[src/rtl/sm4_block_encrypt_macros.svh]
// ----------------------------------------------------------------------------
// sm4_block_encrypt_macros.svh
// Assertion macros for the SM4 block encrypt engine; empty in synthesis.
// ----------------------------------------------------------------------------
`ifndef SM4_BLOCK_ENCRYPT_MACROS_SVH
`define SM4_BLOCK_ENCRYPT_MACROS_SVH

`ifndef SYNTHESIS
// same-cycle implication
`define SM4_ASSERT_IMP(lbl, clk, rst, ante, cons, msg) \
   lbl: assert property (@(posedge clk) disable iff (rst) (ante) |-> (cons)) else $error(msg);
// next-cycle implication
`define SM4_ASSERT_NXT(lbl, clk, rst, ante, cons, msg) \
   lbl: assert property (@(posedge clk) disable iff (rst) (ante) |=> (cons)) else $error(msg);
`else
`define SM4_ASSERT_IMP(lbl, clk, rst, ante, cons, msg)
`define SM4_ASSERT_NXT(lbl, clk, rst, ante, cons, msg)
`endif

`endif

[src/rtl/sm4_pkg.sv]
// ----------------------------------------------------------------------------
// sm4_pkg
// Shared widths, types, codes and the SM4 S-box.
// ----------------------------------------------------------------------------
package sm4_pkg;

   localparam int WORD_W     = 32;
   localparam int NUM_ROUNDS = 32;
   localparam int SLOT_W     = $clog2(NUM_ROUNDS);

   typedef logic [WORD_W-1:0]           sm4_word_type;
   typedef logic [SLOT_W-1:0]           sm4_slot_type;
   typedef logic [3:0][WORD_W-1:0]      sm4_block_type;   // [0] is the first word

   localparam sm4_slot_type LAST_ROUND = SLOT_W'(NUM_ROUNDS - 1);

   // request function codes
   localparam logic FUNC_LOAD_KEY = 1'b0;
   localparam logic FUNC_ENCRYPT  = 1'b1;

   typedef enum logic {
      ST_IDLE,
      ST_RUN
   } sm4_state_type;

   localparam logic [7:0] SBOX [256] = '{
      8'hd6,8'h90,8'he9,8'hfe,8'hcc,8'he1,8'h3d,8'hb7,8'h16,8'hb6,8'h14,8'hc2,8'h28,8'hfb,8'h2c,8'h05,
      8'h2b,8'h67,8'h9a,8'h76,8'h2a,8'hbe,8'h04,8'hc3,8'haa,8'h44,8'h13,8'h26,8'h49,8'h86,8'h06,8'h99,
      8'h9c,8'h42,8'h50,8'hf4,8'h91,8'hef,8'h98,8'h7a,8'h33,8'h54,8'h0b,8'h43,8'hed,8'hcf,8'hac,8'h62,
      8'he4,8'hb3,8'h1c,8'ha9,8'hc9,8'h08,8'he8,8'h95,8'h80,8'hdf,8'h94,8'hfa,8'h75,8'h8f,8'h3f,8'ha6,
      8'h47,8'h07,8'ha7,8'hfc,8'hf3,8'h73,8'h17,8'hba,8'h83,8'h59,8'h3c,8'h19,8'he6,8'h85,8'h4f,8'ha8,
      8'h68,8'h6b,8'h81,8'hb2,8'h71,8'h64,8'hda,8'h8b,8'hf8,8'heb,8'h0f,8'h4b,8'h70,8'h56,8'h9d,8'h35,
      8'h1e,8'h24,8'h0e,8'h5e,8'h63,8'h58,8'hd1,8'ha2,8'h25,8'h22,8'h7c,8'h3b,8'h01,8'h21,8'h78,8'h87,
      8'hd4,8'h00,8'h46,8'h57,8'h9f,8'hd3,8'h27,8'h52,8'h4c,8'h36,8'h02,8'he7,8'ha0,8'hc4,8'hc8,8'h9e,
      8'hea,8'hbf,8'h8a,8'hd2,8'h40,8'hc7,8'h38,8'hb5,8'ha3,8'hf7,8'hf2,8'hce,8'hf9,8'h61,8'h15,8'ha1,
      8'he0,8'hae,8'h5d,8'ha4,8'h9b,8'h34,8'h1a,8'h55,8'had,8'h93,8'h32,8'h30,8'hf5,8'h8c,8'hb1,8'he3,
      8'h1d,8'hf6,8'he2,8'h2e,8'h82,8'h66,8'hca,8'h60,8'hc0,8'h29,8'h23,8'hab,8'h0d,8'h53,8'h4e,8'h6f,
      8'hd5,8'hdb,8'h37,8'h45,8'hde,8'hfd,8'h8e,8'h2f,8'h03,8'hff,8'h6a,8'h72,8'h6d,8'h6c,8'h5b,8'h51,
      8'h8d,8'h1b,8'haf,8'h92,8'hbb,8'hdd,8'hbc,8'h7f,8'h11,8'hd9,8'h5c,8'h41,8'h1f,8'h10,8'h5a,8'hd8,
      8'h0a,8'hc1,8'h31,8'h88,8'ha5,8'hcd,8'h7b,8'hbd,8'h2d,8'h74,8'hd0,8'h12,8'hb8,8'he5,8'hb4,8'hb0,
      8'h89,8'h69,8'h97,8'h4a,8'h0c,8'h96,8'h77,8'h7e,8'h65,8'hb9,8'hf1,8'h09,8'hc5,8'h6e,8'hc6,8'h84,
      8'h18,8'hf0,8'h7d,8'hec,8'h3a,8'hdc,8'h4d,8'h20,8'h79,8'hee,8'h5f,8'h3e,8'hd7,8'hcb,8'h39,8'h48
   };

endpackage

[src/rtl/sm4_req_if.sv]
// ----------------------------------------------------------------------------
// sm4_req_if
// Request channel: key load or block encrypt beats.
// ----------------------------------------------------------------------------
interface sm4_req_if
   import sm4_pkg::*;
();
   logic         valid;
   logic         ready;
   logic         func;
   sm4_slot_type key_slot;
   sm4_word_type key_word;
   sm4_word_type plain_word0;
   sm4_word_type plain_word1;
   sm4_word_type plain_word2;
   sm4_word_type plain_word3;

   modport source (
      output valid, func, key_slot, key_word,
             plain_word0, plain_word1, plain_word2, plain_word3,
      input  ready
   );

   modport sink (
      input  valid, func, key_slot, key_word,
             plain_word0, plain_word1, plain_word2, plain_word3,
      output ready
   );
endinterface

[src/rtl/sm4_rsp_if.sv]
// ----------------------------------------------------------------------------
// sm4_rsp_if
// Response channel: one ciphertext block per beat.
// ----------------------------------------------------------------------------
interface sm4_rsp_if
   import sm4_pkg::*;
();
   logic         valid;
   logic         ready;
   sm4_word_type cipher_word0;
   sm4_word_type cipher_word1;
   sm4_word_type cipher_word2;
   sm4_word_type cipher_word3;

   modport source (
      output valid, cipher_word0, cipher_word1, cipher_word2, cipher_word3,
      input  ready
   );

   modport sink (
      input  valid, cipher_word0, cipher_word1, cipher_word2, cipher_word3,
      output ready
   );
endinterface

[src/rtl/sm4_round.sv]
// ----------------------------------------------------------------------------
// sm4_round
// One SM4 round: key mix, byte substitution, linear diffusion.
// ----------------------------------------------------------------------------
module sm4_round
   import sm4_pkg::*;
(
   input  sm4_block_type words,
   input  sm4_word_type  round_key,
   output sm4_word_type  next_word
);

   function automatic sm4_word_type rotl(input sm4_word_type v, input int unsigned n);
      rotl = (v << n) | (v >> (WORD_W - n));
   endfunction

   sm4_word_type mix_in;
   sm4_word_type sub_out;
   sm4_word_type diff_out;

   always_comb begin
      mix_in = words[1] ^ words[2] ^ words[3] ^ round_key;
      for (int i = 0; i < 4; i++) begin
         sub_out[8*i +: 8] = SBOX[mix_in[8*i +: 8]];
      end
      diff_out = sub_out ^ rotl(sub_out, 2) ^ rotl(sub_out, 10)
               ^ rotl(sub_out, 18) ^ rotl(sub_out, 24);
      next_word = words[0] ^ diff_out;
   end

endmodule

[src/rtl/sm4_block_encrypt.sv]
// ----------------------------------------------------------------------------
// sm4_block_encrypt
// SM4 block encryption engine with an internal 32-entry round key memory.
// ----------------------------------------------------------------------------
// Usage:
//  - req_bus carries two kinds of beat, chosen by func. A key-load beat writes
//    key_word into round key slot key_slot and gives no response. An encrypt
//    beat carries the four plaintext words and gives one response beat on
//    rsp_bus with the four ciphertext words.
//  - All 32 round keys must be loaded before the first encrypt beat.
//  - One round runs per cycle, except that the last round holds while the
//    output register is full, through a single round unit fed by the key
//    memory, whose registered read is issued in the cycle before its round.
//  - Throughput: a new block is taken only once the last one has run its
//    32 rounds and returned to idle; one key load per cycle while idle.
//  - The request side takes a new beat while a finished block still waits on
//    rsp_bus. If the receiver stalls long enough that a second block reaches
//    its last round with the output register full, that round holds until
//    the output register is free.
//  - Reset (synchronous) clears the control state and drops rsp valid; the
//    key memory keeps no defined contents and must be reloaded.
// ----------------------------------------------------------------------------
`include "sm4_block_encrypt_macros.svh"

module sm4_block_encrypt
   import sm4_pkg::*;
(
   input  logic       clock,
   input  logic       reset,
   sm4_req_if.sink    req_bus,
   sm4_rsp_if.source  rsp_bus
);

   // key memory, one entry per round
   sm4_word_type  key_mem [NUM_ROUNDS];
   sm4_word_type  rd_key_ff;
   sm4_slot_type  rd_addr;
   logic          key_we;

   // control
   sm4_state_type state_ff, state_in;
   sm4_slot_type  rnd_ff, rnd_in;

   // block datapath: sliding window of four round words
   sm4_block_type w_ff, w_in;
   sm4_word_type  next_word;

   // output register
   logic          rsp_valid_ff, rsp_valid_in;
   sm4_block_type out_ff, out_in;

   logic          req_ready;
   logic          req_fire;
   logic          out_free;
   logic          last_round;

   // requests are taken only between blocks
   assign req_ready  = (state_ff == ST_IDLE);
   assign req_fire   = req_bus.valid && req_ready;
   assign out_free   = !rsp_valid_ff || rsp_bus.ready;
   assign last_round = (rnd_ff == LAST_ROUND);

   sm4_round u_round (
      .words     (w_ff),
      .round_key (rd_key_ff),
      .next_word (next_word)
   );

   // key memory: one write port, one registered read port
   always_ff @(posedge clock) begin
      if (key_we) begin
         key_mem[req_bus.key_slot] <= req_bus.key_word;
      end
      rd_key_ff <= key_mem[rd_addr];
   end

   always_ff @(posedge clock) begin
      if (reset) begin
         state_ff     <= ST_IDLE;
         rnd_ff       <= '0;
         rsp_valid_ff <= 1'b0;
      end else begin
         state_ff     <= state_in;
         rnd_ff       <= rnd_in;
         rsp_valid_ff <= rsp_valid_in;
      end
   end

   always_ff @(posedge clock) begin
      w_ff   <= w_in;
      out_ff <= out_in;
   end

   always_comb begin
      state_in     = state_ff;
      rnd_in       = rnd_ff;
      w_in         = w_ff;
      out_in       = out_ff;
      rsp_valid_in = rsp_valid_ff && !rsp_bus.ready;
      rd_addr      = rnd_ff;
      key_we       = 1'b0;

      unique case (state_ff)
         ST_IDLE: begin
            // prefetch the first round key for an incoming block
            rd_addr   = '0;
            if (req_fire) begin
               if (req_bus.func == FUNC_ENCRYPT) begin
                  w_in[0]  = req_bus.plain_word0;
                  w_in[1]  = req_bus.plain_word1;
                  w_in[2]  = req_bus.plain_word2;
                  w_in[3]  = req_bus.plain_word3;
                  rnd_in   = '0;
                  state_in = ST_RUN;
               end else begin
                  key_we = 1'b1;
               end
            end
         end
         ST_RUN: begin
            // last round waits for a free output register; keep its key
            if (!(last_round && !out_free)) begin
               w_in    = {next_word, w_ff[3], w_ff[2], w_ff[1]};
               rnd_in  = SLOT_W'(rnd_ff + 1'b1);
               rd_addr = SLOT_W'(rnd_ff + 1'b1);
               if (last_round) begin
                  // ciphertext is X35, X34, X33, X32
                  out_in[0]    = next_word;
                  out_in[1]    = w_ff[3];
                  out_in[2]    = w_ff[2];
                  out_in[3]    = w_ff[1];
                  rsp_valid_in = 1'b1;
                  state_in     = ST_IDLE;
               end
            end
         end
      endcase
   end

   assign req_bus.ready        = req_ready;
   assign rsp_bus.valid        = rsp_valid_ff;
   assign rsp_bus.cipher_word0 = out_ff[0];
   assign rsp_bus.cipher_word1 = out_ff[1];
   assign rsp_bus.cipher_word2 = out_ff[2];
   assign rsp_bus.cipher_word3 = out_ff[3];

   // an accepted encrypt beat starts at round zero
   `SM4_ASSERT_NXT(a_start_round0, clock, reset,
      req_fire && (req_bus.func == FUNC_ENCRYPT),
      (state_ff == ST_RUN) && (rnd_ff == '0),
      "encrypt beat did not start at round zero")
   // finishing the last round with a free slot raises a response
   `SM4_ASSERT_NXT(a_last_gives_rsp, clock, reset,
      (state_ff == ST_RUN) && last_round && out_free,
      rsp_valid_ff && (state_ff == ST_IDLE),
      "last round did not produce a response")
   // a blocked last round holds its position
   `SM4_ASSERT_NXT(a_last_holds, clock, reset,
      (state_ff == ST_RUN) && last_round && !out_free,
      (state_ff == ST_RUN) && (rnd_ff == LAST_ROUND),
      "blocked last round moved on")
   // a new response only comes out of the round loop
   `SM4_ASSERT_IMP(a_rsp_from_run, clock, reset,
      $rose(rsp_valid_ff),
      $past(state_ff) == ST_RUN,
      "response raised outside the round loop")

endmodule

[src/flat_wrapper.sv]
// flat-port wrapper written by rule: the top's interface ports become plain ports
module sm4_block_encrypt_flat import sm4_pkg::*;
  (clock, reset, req_bus_valid, req_bus_func, req_bus_key_slot, req_bus_key_word, req_bus_plain_word0, req_bus_plain_word1, req_bus_plain_word2, req_bus_plain_word3, req_bus_ready, rsp_bus_valid, rsp_bus_cipher_word0, rsp_bus_cipher_word1, rsp_bus_cipher_word2, rsp_bus_cipher_word3, rsp_bus_ready);
  sm4_req_if req_bus_i ();
  sm4_rsp_if rsp_bus_i ();
  input  logic clock;
  input  logic reset;
  input wire logic [$bits(req_bus_i.valid)-1:0] req_bus_valid;
  input wire logic [$bits(req_bus_i.func)-1:0] req_bus_func;
  input wire logic [$bits(req_bus_i.key_slot)-1:0] req_bus_key_slot;
  input wire logic [$bits(req_bus_i.key_word)-1:0] req_bus_key_word;
  input wire logic [$bits(req_bus_i.plain_word0)-1:0] req_bus_plain_word0;
  input wire logic [$bits(req_bus_i.plain_word1)-1:0] req_bus_plain_word1;
  input wire logic [$bits(req_bus_i.plain_word2)-1:0] req_bus_plain_word2;
  input wire logic [$bits(req_bus_i.plain_word3)-1:0] req_bus_plain_word3;
  output wire logic [$bits(req_bus_i.ready)-1:0] req_bus_ready;
  output wire logic [$bits(rsp_bus_i.valid)-1:0] rsp_bus_valid;
  output wire logic [$bits(rsp_bus_i.cipher_word0)-1:0] rsp_bus_cipher_word0;
  output wire logic [$bits(rsp_bus_i.cipher_word1)-1:0] rsp_bus_cipher_word1;
  output wire logic [$bits(rsp_bus_i.cipher_word2)-1:0] rsp_bus_cipher_word2;
  output wire logic [$bits(rsp_bus_i.cipher_word3)-1:0] rsp_bus_cipher_word3;
  input wire logic [$bits(rsp_bus_i.ready)-1:0] rsp_bus_ready;
  assign req_bus_i.valid = req_bus_valid;
  assign req_bus_i.func = req_bus_func;
  assign req_bus_i.key_slot = req_bus_key_slot;
  assign req_bus_i.key_word = req_bus_key_word;
  assign req_bus_i.plain_word0 = req_bus_plain_word0;
  assign req_bus_i.plain_word1 = req_bus_plain_word1;
  assign req_bus_i.plain_word2 = req_bus_plain_word2;
  assign req_bus_i.plain_word3 = req_bus_plain_word3;
  assign req_bus_ready = req_bus_i.ready;
  assign rsp_bus_valid = rsp_bus_i.valid;
  assign rsp_bus_cipher_word0 = rsp_bus_i.cipher_word0;
  assign rsp_bus_cipher_word1 = rsp_bus_i.cipher_word1;
  assign rsp_bus_cipher_word2 = rsp_bus_i.cipher_word2;
  assign rsp_bus_cipher_word3 = rsp_bus_i.cipher_word3;
  assign rsp_bus_i.ready = rsp_bus_ready;
  sm4_block_encrypt u_core (.clock(clock), .reset(reset), .req_bus(req_bus_i), .rsp_bus(rsp_bus_i));
endmodule
[config.mk]
export PLATFORM = sky130hd
export DESIGN_NAME = sm4_block_encrypt_flat
export DESIGN_NICKNAME = d
export VERILOG_FILES = /design/src/rtl/sm4_pkg.sv /design/src/rtl/sm4_req_if.sv /design/src/rtl/sm4_rsp_if.sv /design/src/rtl/sm4_round.sv /design/src/rtl/sm4_block_encrypt.sv /design/src/flat_wrapper.sv
export VERILOG_INCLUDE_DIRS = /design/src /design/src/rtl
export SDC_FILE = /design/constraint.sdc
export NUM_CORES = 2
export LEC_CHECK = 0
export ABC_AREA = 1
export ABC_CLOCK_PERIOD_IN_PS = 18950
export BUFFER_PORTS_ARGS = -buffer_cell sky130_fd_sc_hd__buf_2
export CORE_AREA = 2 2 435 437
export DETAILED_ROUTE_END_ITERATION = 12
export DIE_AREA = 0 0 437 439
export GPL_TIMING_DRIVEN = 0
export PLACE_DENSITY = 0.57
export REMOVE_ABC_BUFFERS = 1
export SKIP_CTS_REPAIR_TIMING = 1
export SLEW_MARGIN = 15
export SYNTH_ARGS = -nofsm -noshare
export SYNTH_HDL_FRONTEND = slang
export SYNTH_HIERARCHICAL = 1
export SYNTH_SLANG_ARGS = --single-unit
[constraint.sdc]
create_clock -name clock -period 18.95 [get_ports clock]
set_input_delay 0.9475 -clock clock [delete_from_list [all_inputs] [get_ports clock]]
set_output_delay 0.9475 -clock clock [all_outputs]
set_load 0.03 [all_outputs]
After elaboration in Yosys (flattened, before gate mapping)
Memory sizes are Yosys's and may differ from the RTL's. A register that Yosys moved wholly into a read port is not among the register bits. Cells that the tools add are included.

Register bits: 263. Output and inout port bits: 130. Word-level logic and storage cells: 83. Memories: 5. Input bits: 170. Bits in read-only memories: 8192. Memory bits (writable): 1024.

Reduce and logical (&&, ||, !) cells: 10. Eq/ne operators: 4. Muxes and demuxes: 30. Bitwise operators: 18. Add/sub/neg operators: 1. Order comparisons: 4.

Memory list: (name not given) (words 256, bits a word 8, rd ports 1, clocked after Yosys merged registers in 0, wr ports 0, line sm4_round.sv:24) `sub_out[8*i +: 8] = SBOX[mix_in[8*i +: 8]];`; (name not given) (words 256, bits a word 8, rd ports 1, clocked after Yosys merged registers in 0, wr ports 0, line sm4_round.sv:24); (name not given) (words 256, bits a word 8, rd ports 1, clocked after Yosys merged registers in 0, wr ports 0, line sm4_round.sv:24); (name not given) (words 256, bits a word 8, rd ports 1, clocked after Yosys merged registers in 0, wr ports 0, line sm4_round.sv:24); u_core.key_mem (words 32, bits a word 32, rd ports 1, clocked after Yosys merged registers in 1, wr ports 1, line sm4_block_encrypt.sv:35) `sm4_word_type key_mem [NUM_ROUNDS];`.

Operators with widths (number): 128-bit 2-to-1 mux (3); 128-bit case mux with 2 select lines (1); 32-bit bitwise XOR (8); 8-bit 2-to-1 mux (8); 9-bit greater-or-equal comparator (second input constant) (4); 8-bit inverter with 9-bit output (4); 32-bit by 10-bit OR with 32-bit output (1); 32-bit by 18-bit OR with 32-bit output (1); 32-bit by 2-bit OR with 32-bit output (1); 32-bit by 24-bit OR with 32-bit output (1); 5-bit case mux with 2 select lines (2); 5-bit 2-to-1 mux (3); 1-bit 2-to-1 mux (12); 2-bit != test (second input constant) (3); 3-bit AND reduction (2); 5-bit by 1-bit adder with 5-bit output (second input constant) (1); 5-bit == test (second input constant) (1); 1-bit logical AND (3); 1-bit logical NOT (3); 1-bit inverter (2); 1-bit case mux with 2 select lines (1); 2-bit AND reduction (1); 1-bit logical OR (1).

Logic depth before layout (Yosys ltp)
Word-level depth: 15. Depth in mapped cells: 30. Depth with buffers taken out: 30.

Modules after synthesis
Netlist, hierarchy kept.

Modules (own cells, without submodules): sm4_block_encrypt (cells an instance 4905, times used 1, seq. area each 39217.6 µm², area each 55637.1 µm²); sm4_round (cells an instance 3632, times used 1, seq. area each 0.0 µm², area each 16893.7 µm²).

Worst setup path before layout
No wires, ideal clock.

Path kind: in2reg. Start point: in rsp_bus_ready. End point: reg u_core/w_ff[0] (netlist name), enable pin. Buffers on the path: 0. Stages: 4. Path slack: 11.857 ns. Library setup time: 0.617 ns. Arrival time: 6.476 ns. Data required time: 18.333 ns. Path through: inv_2 nand3_2 nor2_1 nor2_1.

Word-level cells in the longest chain between the ends: 5.

RTL lines: from (decl) (line flat_wrapper.sv:22) `input wire logic [$bits(rsp_bus_i.ready)-1:0] rsp_bus_ready;`; 1-bit logical OR (line sm4_block_encrypt.sv:60) `assign out_free = !rsp_valid_ff || rsp_bus.ready;`; 1-bit logical NOT (line sm4_block_encrypt.sv:122) `if (!(last_round && !out_free)) begin`; 1-bit logical AND (line sm4_block_encrypt.sv:122); 2-bit != test (no source line); 3-bit AND reduction (no source line); to (signal assigned) (line sm4_block_encrypt.sv:90) `w_ff <= w_in;`; to (decl) (line sm4_block_encrypt.sv:45) `sm4_block_type w_ff, w_in;`.

Every way passes these cells. A chain may end at the register's enable or synchronous reset.

==> reports/summary.md <==
The worst hold path passes through 3 cells. After synthesis, the cell types taking the most area are sky130_fd_sc_hd__edfxtp_1 53%, sky130_fd_sc_hd__nand3_1 15%, sky130_fd_sc_hd__nand2_1 13%, sky130_fd_sc_hd__inv_1 5.2%, sky130_fd_sc_hd__nand3b_1 3.5%. The final routed wirelength across all metal layers is 270,000 um. The synthesis-to-layout area growth is 15.6%, and the sum of net half-perimeters after detailed placement is 183,000 um. The die is 437 um wide. The slowest cell on the critical path was sky130_fd_sc_hd__xor2_1.

The H-tree generated during clock tree synthesis spans 4 levels. After clock tree synthesis, the clock-pin slew on the worst setup and hold paths is 60 ps. TritonCTS built the clock tree. The gate count of the mapped netlist was 8,537. The run finished with clean final reports. The first global-routing pass estimated 390,000 um of wire. Counting instances in the post-synthesis netlist gives the leading cell types as 2,550 x sky130_fd_sc_hd__nand2_1, 2,212 x sky130_fd_sc_hd__nand3_1, 1,280 x sky130_fd_sc_hd__edfxtp_1. The start point of the worst hold path was req_bus_plain_word2[3]. The logs give 36.3 nW for the leakage power figure and 61,700 for the number of vias in the routed layout. Dividing the synthesized area by the synthesized cell count gives 8.50 sq um. The share of synthesized flip-flops with an asynchronous set or reset was 0; the slew at the pin with the worst max-slew slack was 1180 ps. Area fraction of the dominant cell type after synthesis: 0.530. The run gives 0 as the total count of max-transition violations in the final report. The clock passes through at most 3 buffers. Dividing the detail-routed via count by the number of cells gives 5.47.

The tools report the remaining design rule violation count as 0. The clock period could shrink to 5310 ps. The cell sitting at the root of the clock tree is a sky130_fd_sc_hd__clkbuf_16.

The final routed wire length divided by cell count was 23.9 um; the overall power was 10.7 mW. In the post-route analysis, the smallest setup slack over all paths is 13,640 ps. At the worst endpoint, the required time is 19,490 ps. The logs give 57,200 for the via count of the first global-routing pass and 18,200 for the number of inserted filler cells in the final layout. In this run the standard cell core region covers 187,000 sq um. STA classifies the critical path endpoint as a flop. The number of failing setup endpoints in the final timing report was 0; the total clock sinks was 1,319.

The delay contributed by the slowest stage of the critical path works out to 850 ps. For this run the aggregate overflow at the end of global routing stands at 0. For the peak supply drop, the log shows 0.0956 mV. The tools report the count of nets left with antenna violations after detail routing as 0. The critical path contains buffers and inverters numbering 2 combined. For the register area share after synthesis, the log shows 0.541. The tools report the final layout net count as 8,862. The logs give 6,736 for the violation count after the first detailed-routing iteration and 300 for the I/O pin count.

Setup slack after placement: 13,660 ps. The critical path goes through xor2_1, xor2_4, buf_16, inv_2, nor2_1, a21oi_1, nand2_1, nand2_1, nand2_1, nand2_1, nand2_1, nand2_1, nand2_1, nand2_1, nor2_1, nor2_1, nand2_1, nand2_1. The class of the most critical setup path was flop to flop.

The die boundary height is 439 um. The run gives 16 as the initial antenna violation count. The number of max-cap violations was 0.

The run gives 404 ps as the final-layout worst hold slack. The utilization of the core after routing was 0.448. For the latest clock arrival within the worst-skew pair, the log shows 810 ps. The arrival time of the worst setup path is 5850 ps. Cell type with the largest total area after synthesis: sky130_fd_sc_hd__edfxtp_1. The tools report the endpoint of the most critical register-to-register path as u_core/w_ff[100]. The port buffer count came out at 299. Hold path endpoint: u_core/w_ff[67]. The final critical-path share of the clock period was 0.280; the initial cell density of the core was 0.388.

The die covers 192,000 sq um. The run gives 0.211 as the remaining max-slew budget at the tightest pin. The worst reg-to-reg path cell count is 18. Across the routed clock network, the largest skew measured is 36.8 ps. Setup repair after global routing left no endpoint under its margin. In this run the critical register-to-register path is launched from u_core/w_ff[125]. The mapped netlist covers 72,500 sq um. Setup total negative slack on the finished layout was measured at 0 ps. The most numerous cell type found on the critical path is sky130_fd_sc_hd__nand2_1. In this run the worst path has a maximum fanout of 37.

The most repeated cell in the gate-level netlist after synthesis was sky130_fd_sc_hd__nand2_1. The total of flip-flops plus latches after synthesis is 1,319. The min-delay analysis places its worst path in the category input port to flop. Global routing usage summed across all routing layers: 0.273. The power density over the cells is 128 nW/um^2. Entering global routing, the biggest net connects 117 pins. The most frequently used flop master after synthesis was sky130_fd_sc_hd__edfxtp_1. The run gives 0.986 as the global placer's final weighted congestion. Broken down by cell family, the worst path's largest delay share belongs to simple AND/OR/NAND/NOR gates. The kind of launch point of the worst setup path was a flop. In this run the core area contains 159 standard-cell rows. The count of endpoints failing hold in the final timing report is 0. The synthesized design contains 1,280 enable-type register cells. The tools report the CTS buffer count as 148.

Counting distinct cell types in the post-synthesis netlist gives 38. The setup check on the worst reg-to-reg path leaves a slack of 13,640 ps. During synthesis, Yosys emitted a total of 6 warnings.

Derived from the worst setup path, the maximum achievable clock frequency is 188 MHz. The fraction of final layout cells sized beyond drive strength 1 is 0.101. The first TritonRoute pass finished after 10 iterations.
-- worst register-to-register path: cells and delay by family (launching register included) --
family | cells | cell delay, ps
DFF | 1 | 540
and+or+nand+nor | 13 | 1990
AOI/OAI and AO/OA | 1 | 280
xor gates and xnor gates | 2 | 1320
buffers and inverters | 2 | 910
-- where the power goes --
group	switching (mW)	total [mW]	leakage, nW	internal (mW)
combinational	3.34	4.53	22.0	1.19
clock	1.21	2.84	2.34	1.63
sequential	0.0577	3.38	11.9	3.33
-- worst max path at each step --
stage	from	endpoint	slack [ps]	cells after the start
floorplan	u_core/state_ff	u_core/rd_key_ff[0]	-2070	9
global placement	u_core/state_ff	u_core/rd_key_ff[11]	-25050	9
detailed placement	rsp_bus_ready	u_core/rd_key_ff[15]	13660	17
CTS	u_core/rnd_ff[0]	u_core/rd_key_ff[15]	13750	19
global route	u_core/rnd_ff[0]	u_core/rd_key_ff[15]	13430	19
finish	u_core/w_ff[125]	u_core/w_ff[100]	13640	18
-- area by class of cell --
type	count	area [sq um]	share of cell area
repair buffers	461	5350	0.0638
diodes	5	12.5	0.000149
multi-input cells	5684	27400	0.327
inverters	1038	3920	0.0468
clock buffers	201	4070	0.0485
clock inverters	73	723	0.00863
well taps	2495	3120	0.0372
flip-flops and latches	1319	39200	0.468
-- cells by family (layout without fill, tap and decap cells) --
family | after synthesis | after routing | synth area share
buffers and inverters | 1534 | 1773 | 0.0894
and+or+nand+nor | 5424 | 5424 | 0.343
AOI/OAI and AO/OA | 159 | 159 | 0.0120
adders and majority gates | 40 | 40 | 0.00690
DFF | 1319 | 1319 | 0.541
other | 0 | 5 | 0
xor gates and xnor gates | 61 | 61 | 0.00819
-- registers in the layout, summed over array words and instances (netlist names) --
register and count:
u_core/rsp_bus.cipher_word3 32, u_core/state_ff 1, u_core/rsp_bus.cipher_word2 32, u_core/rd_key_ff 32, u_core/rnd_ff 5, u_core/rsp_bus.valid 1, u_core/rsp_bus.cipher_word1 32, u_core/w_ff 128
u_core/rsp_bus.cipher_word0 32, u_core/key_mem 1024
-- metrics by stage --
step,instance area [sq um],std cells
final,83800,11300
after global routing,83800,11300
after CTS,83800,11300
after detailed placement,79000,11000
after global placement,74600,10800
after floorplan,69900,8041
-- cells in the final DEF (no fill, tap or decap), types with 38 or more instances in the layout --
master | netlist | routed
sky130_fd_sc_hd__a21oi_1 | 76 | 76
sky130_fd_sc_hd__buf_12 | 0 | 63
sky130_fd_sc_hd__buf_16 | 0 | 90
sky130_fd_sc_hd__buf_2 | 295 | 299
sky130_fd_sc_hd__clkbuf_1 | 106 | 40
sky130_fd_sc_hd__clkbuf_16 | 0 | 151
sky130_fd_sc_hd__dfxtp_1 | 39 | 38
sky130_fd_sc_hd__edfxtp_1 | 1280 | 1280
sky130_fd_sc_hd__ha_1 | 40 | 40
sky130_fd_sc_hd__inv_1 | 1006 | 1000
sky130_fd_sc_hd__nand2_1 | 2550 | 2544
sky130_fd_sc_hd__nand2_2 | 63 | 63
sky130_fd_sc_hd__nand3_1 | 2212 | 2210
sky130_fd_sc_hd__nand3b_1 | 336 | 336
sky130_fd_sc_hd__nor2_1 | 191 | 156
sky130_fd_sc_hd__nor2_4 | 6 | 42
-- per-layer routing --
layer | wire, um | up-vias | GRT usage
met5 | 49 | - | 0
met4 | 15100 | 8 | 0.141
met3 | 18200 | 629 | 0.0396
met2 | 127000 | 2597 | 0.448
met1 | 109000 | 29700 | 0.351
li1 | - | 28700 | -
No activity file was read; power rests on OpenSTA's default activity.
